==> config.mk <==
export PLATFORM = sky130hd
export DESIGN_NAME = btvm_cell
export DESIGN_NICKNAME = d
export VERILOG_FILES = /design/src/btvm_pkg.sv /design/src/btvm_cell.sv
export SDC_FILE = /design/constraint.sdc
export NUM_CORES = 1
export LEC_CHECK = 0
export CORE_AREA = 2 2 156 158
export CTS_CLUSTER_SIZE = 8
export DETAILED_ROUTE_END_ITERATION = 12
export DIE_AREA = 0 0 158 160
export DONT_BUFFER_PORTS = 1
export GPL_TIMING_DRIVEN = 0
export PLACE_DENSITY = 0.5
export SETUP_SLACK_MARGIN = 0.4
export SLEW_MARGIN = 10
export SYNTH_ARGS = -nofsm -noshare
export SYNTH_HDL_FRONTEND = slang
export SYNTH_SLANG_ARGS = --single-unit
==> constraint.sdc <==
create_clock -name clock -period 8.1 [get_ports clock]
set_input_delay 1.62 -clock clock [delete_from_list [all_inputs] [get_ports clock]]
set_output_delay 1.62 -clock clock [all_outputs]
set_load 0.05 [all_outputs]
==> src/btvm_pkg.sv <==
// ----------------------------------------------------------------------------
// btvm_pkg
// Request codes, status codes and the token that walks the cell chain.
// ----------------------------------------------------------------------------
package btvm_pkg;

   localparam int KEY_W    = 32;
   localparam int KIND_W   = 2;
   localparam int STATUS_W = 2;
   localparam int COUNT_W  = 5;
   localparam int CAP_W    = 5;
   localparam int HITS_W   = 2;

   localparam logic [KIND_W-1:0] KIND_ADD    = 2'd0;
   localparam logic [KIND_W-1:0] KIND_SEARCH = 2'd1;
   localparam logic [KIND_W-1:0] KIND_REMOVE = 2'd2;

   localparam logic [STATUS_W-1:0] STATUS_DONE     = 2'd0;
   localparam logic [STATUS_W-1:0] STATUS_FULL     = 2'd1;
   localparam logic [STATUS_W-1:0] STATUS_REJECTED = 2'd2;

   localparam logic [HITS_W-1:0] HITS_NONE = 2'd0;
   localparam logic [HITS_W-1:0] HITS_ONE  = 2'd1;
   localparam logic [HITS_W-1:0] HITS_TWO  = 2'd2;

   localparam logic [CAP_W-1:0] CAP_RESET = 5'd16;

   typedef struct packed {
      logic                    active;
      logic [KIND_W-1:0]       kind;
      logic signed [KEY_W-1:0] key;
      logic signed [KEY_W-1:0] value;
      logic                    full;
      logic [HITS_W-1:0]       hits;
      logic signed [KEY_W-1:0] first_value;
      logic signed [KEY_W-1:0] second_value;
      logic                    removed;
   } token_type;

endpackage

==> src/btvm_cell.sv <==
// ----------------------------------------------------------------------------
// btvm_cell
// One table slot: holds a key/value pair and updates the passing token.
// ----------------------------------------------------------------------------
module btvm_cell #(
   parameter int INDEX   = 0,
   parameter int OCC_W   = 5
) (
   input  logic                             clock,
   input  logic                             reset,
   input  logic [OCC_W-1:0]                 occupancy,
   input  btvm_pkg::token_type              tok_in,
   input  logic signed [btvm_pkg::KEY_W-1:0] next_key,
   input  logic signed [btvm_pkg::KEY_W-1:0] next_value,
   output btvm_pkg::token_type              tok_out,
   output logic signed [btvm_pkg::KEY_W-1:0] key_out,
   output logic signed [btvm_pkg::KEY_W-1:0] value_out
);
   import btvm_pkg::*;

   token_type               tok_ff, tok_in_c;
   logic signed [KEY_W-1:0] key_ff, key_in;
   logic signed [KEY_W-1:0] value_ff, value_in;
   logic                    in_use, key_hit, pair_hit, at_tail;

   always_comb begin
      in_use   = occupancy > OCC_W'(INDEX);
      at_tail  = occupancy == OCC_W'(INDEX);
      key_hit  = in_use && (key_ff == tok_in.key);
      pair_hit = key_hit && (value_ff == tok_in.value) && !tok_in.removed;
      tok_in_c = tok_in;
      key_in   = key_ff;
      value_in = value_ff;
      if (tok_in.active) begin
         if (key_hit) begin
            if (tok_in.hits == HITS_NONE) begin
               tok_in_c.first_value = value_ff;
            end
            if (tok_in.hits == HITS_ONE) begin
               tok_in_c.second_value = value_ff;
            end
            if (tok_in.hits != HITS_TWO) begin
               tok_in_c.hits = tok_in.hits + HITS_ONE;
            end
         end
         case (tok_in.kind)
            KIND_ADD: begin
               if (at_tail && !tok_in.full && tok_in.hits != HITS_TWO) begin
                  key_in   = tok_in.key;
                  value_in = tok_in.value;
               end
            end
            KIND_REMOVE: begin
               // close the gap: take the upper neighbor's pair
               if (tok_in.removed || pair_hit) begin
                  key_in   = next_key;
                  value_in = next_value;
               end
               tok_in_c.removed = tok_in.removed | pair_hit;
            end
            default: begin
            end
         endcase
      end
   end

   always_ff @(posedge clock) begin
      key_ff   <= key_in;
      value_ff <= value_in;
      if (reset) begin
         tok_ff <= '0;
      end else begin
         tok_ff <= tok_in_c;
      end
   end

   assign tok_out   = tok_ff;
   assign key_out   = key_ff;
   assign value_out = value_ff;

endmodule

==> impl_metrics.toml <==
[global_route]
grt_pass1_wl_um = 35900
antenna_found_initial = 1
grt_max_degree = 29
overflow = 0
grt_usage_pct = 19.9
grt_pass1_vias = 5128

[drt]
drt-wirelength-per-cell_um = 25.9
initialDrtViolationCount = 255
antenna_left = 0
viasPerCell = 4.87
dr.pass1.iters = 4
drt_wl_total_um = 25400
drc_errors = 0
vias = 4785

[critical_path]
critical_path_depth = 7
crit_type = "input port to flop"
cp_max_fo = 24
cp_slowest_cell = "nor4_1"
worstPathCellList = "xnor2_1 > nor4b_1 > nand3_1 > nor4_1 > nand3_1 > o2bb2ai_4 > buf_12"
arrival_ns = 4.22
cp_slowest_stage_delay_ns = 0.72
cp_top_family = "simple AND/OR/NAND/NOR gates"
r2r_cells = 7
cp_common_cell = "nand3_1"
path_buf_inv = 1
end_kind = "flop"
startpoint_type = "input port"
required_ns = 8.22

[sta]
drv_slew = 0
finalSetupViolations = 0
finalHoldViolations = 0
hold-worst-slack_ns = 0.960
final.setup_skew_ns = 0.0233
rsz0062_at_grt = "false"
max_slew.worst_pin.slew_ns = 0.842
clock.fmax_mhz = 244
timing.final.crit_share_pct = 50.6
fin_crit_ns = 4.10
relSlewSlack_pct = 43.9
setup_tns_ns = 0

[yosys]
ys_ff_latch = 199
synth_top_cell_area_share_pct = 34.7
ys_seq_area_share_pct = 59.3
synth.distinct_cells = 31
synth_area_leader_cell = "dfxtp_1"
synthFlopType = "dfxtp_1"
avgSynthCellArea_um2 = 12.5
yosys-top-cells-count = "dfxtp_1 (135), nor2_1 (71), mux2i_1 (66)"
async_reset_ff_share_pct = 0
syn_nets = 834
syn_area_mm2 = 0.00779
yosysMostFrequentCell = "dfxtp_1"
synth-edff-count = 64
yosysWarnings = 0
synthCells = 624
synth_area_leaders = "dfxtp_1 (35%), edfxtp_1 (25%), mux2_2 (8.7%)"

[clocking]
cts_sinks = 199
clk_latency_ns = 0.44
htree_levels = 4
post_cts.repair.setup_buffers = 0
ctsHoldBuffers = 0
cts_tree = "done"
clockBufferDepth = 2
clockRootBuffer = "clkbuf_16"
ctsResizeCount = 0
cts_made_buffers = 17
path_clk_slew_ns = 0.07

[final_layout]
diodes = 0
area.growth.synth_to_final_pct = 13.5
final_area_mm2 = 0.00884
drive_gt1_share_pct = 15.7
nFillCells = 2390
final_net_count = 855

[floorplanning]
start_util_pct = 32.7
pin_count = 405
core_mm2 = 0.0238
dieArea_mm2 = 0.0253
die_h_um = 160
die_width_um = 158
rows = 57

[power_and_ir_drop]
power_leakage_nw = 3.04
vdd_drop_max_uv = 132
power-per-cell-area_mw_per_mm2 = 258

[min_path]
holdPathStages = 2
holdCritPathClass = "flop to flop"

[placement]
portBuffers = 0
placedInstanceArea_mm2 = 0.00826
place_hpwl_um = 20300
gp_congestion = 0.763

[run_status]
status = "finished clean"

[job]
drv_cap = 0
registers in the layout, summed over array words and instances, names as in the netlist:
signal / flops
key_out: 32
tok_out: 135
value_out: 32
cell usage in the layout, fill, tap and decap left out, types with 2 or more instances in the layout:
master / n
xnor2_1: 38
edfxtp_1: 64
a22o_1: 2
ha_1: 4
or4_1: 2
nand4_1: 11
o21ai_0: 4
nor2_1: 71
inv_6: 3
dfxtp_1: 135
clkbuf_1: 23
o22ai_1: 2
clkinv_8: 2
nand2b_1: 8
nand3_1: 5
mux2_2: 60
clkinv_4: 3
inv_8: 3
nor2b_1: 65
clkbuf_16: 18
mux2i_1: 66
nor4_4: 2
nor4_1: 10
buf_12: 2
xor2_1: 20
inv_1: 9
nand3b_1: 2
buf_6: 6
nand2_1: 8
worst register-to-register path, delay by kind of cell (launching register included):
family | cells | cell delay [ns]
AO/OA/AOI/OAI | 1 | 0.61
buffers and inverters | 1 | 0.28
XOR/XNOR | 1 | 0.39
flip-flops | 1 | 0.63
AND/OR/NAND/NOR | 4 | 1.44
final cells by class:
cell class / count / area, um^2 / area share, %
Timing Repair Buffer: 2 / 40.0 / 0.453
Multi-Input combinational cell: 387 / 3000 / 33.9
Tap cell: 324 / 405 / 4.58
Clock buffer: 19 / 454 / 5.14
Inverter: 9 / 33.8 / 0.382
Clock inverter: 13 / 131 / 1.49
Buffer: 29 / 154 / 1.74
Sequential cell: 199 / 4620 / 52.3
per-stage QoR:
step                      setup slack [ns]  util [%]  total power (W)  std cells
after CTS                             3.68      37.1          0.00231        982
final                                 4.00      37.1          0.00228        982
after global placement               -1.30      34.4          0.00146        948
after floorplan                       1.84         -          0.00141        624
after detailed placement              3.22      34.7          0.00146        950
after global routing                  3.61      37.1          0.00237        982
power by group:
group | internal, W | total, W | switching [W]
clock network | 0.000428 | 0.000847 | 0.000418
logic | 0.0000652 | 0.000137 | 0.0000720
registers | 0.00108 | 0.00130 | 0.000212
total | 0.00158 | 0.00228 | 0.000702
worst paths after layout:
kind / from / endpoint / slack, ns
max: tok_in[106] / value_out[16] / 4.00
min: value_out[29] / tok_out[62] / 0.96
max reg2reg: key_out[6] / value_out[16] / 4.42
min reg2reg: value_out[29] / tok_out[62] / 0.96
kinds of logic (layout without fill, tap and decap cells):
family	Yosys count	in the layout	share of synthesized area, %
XOR/XNOR	58	58	6.52
flip-flops	199	199	59.3
AO/OA/AOI/OAI	11	11	0.931
adder cells (fa/ha/maj)	4	4	0.642
AND/OR/NAND/NOR	188	188	13.0
multiplexers	126	126	17.1
buffers and inverters	38	72	2.41
layer usage:
metal | part of all wire [%] | vias up | GRT usage [%]
li1 | - | 2178 | -
met1 | 35 | 2291 | 21.1
met2 | 52 | 290 | 35.5
met3 | 11 | 26 | 8.06
met4 | 1.7 | 0 | 6.47
met5 | 0 | - | 0
(Power assumes the default switching activity.)
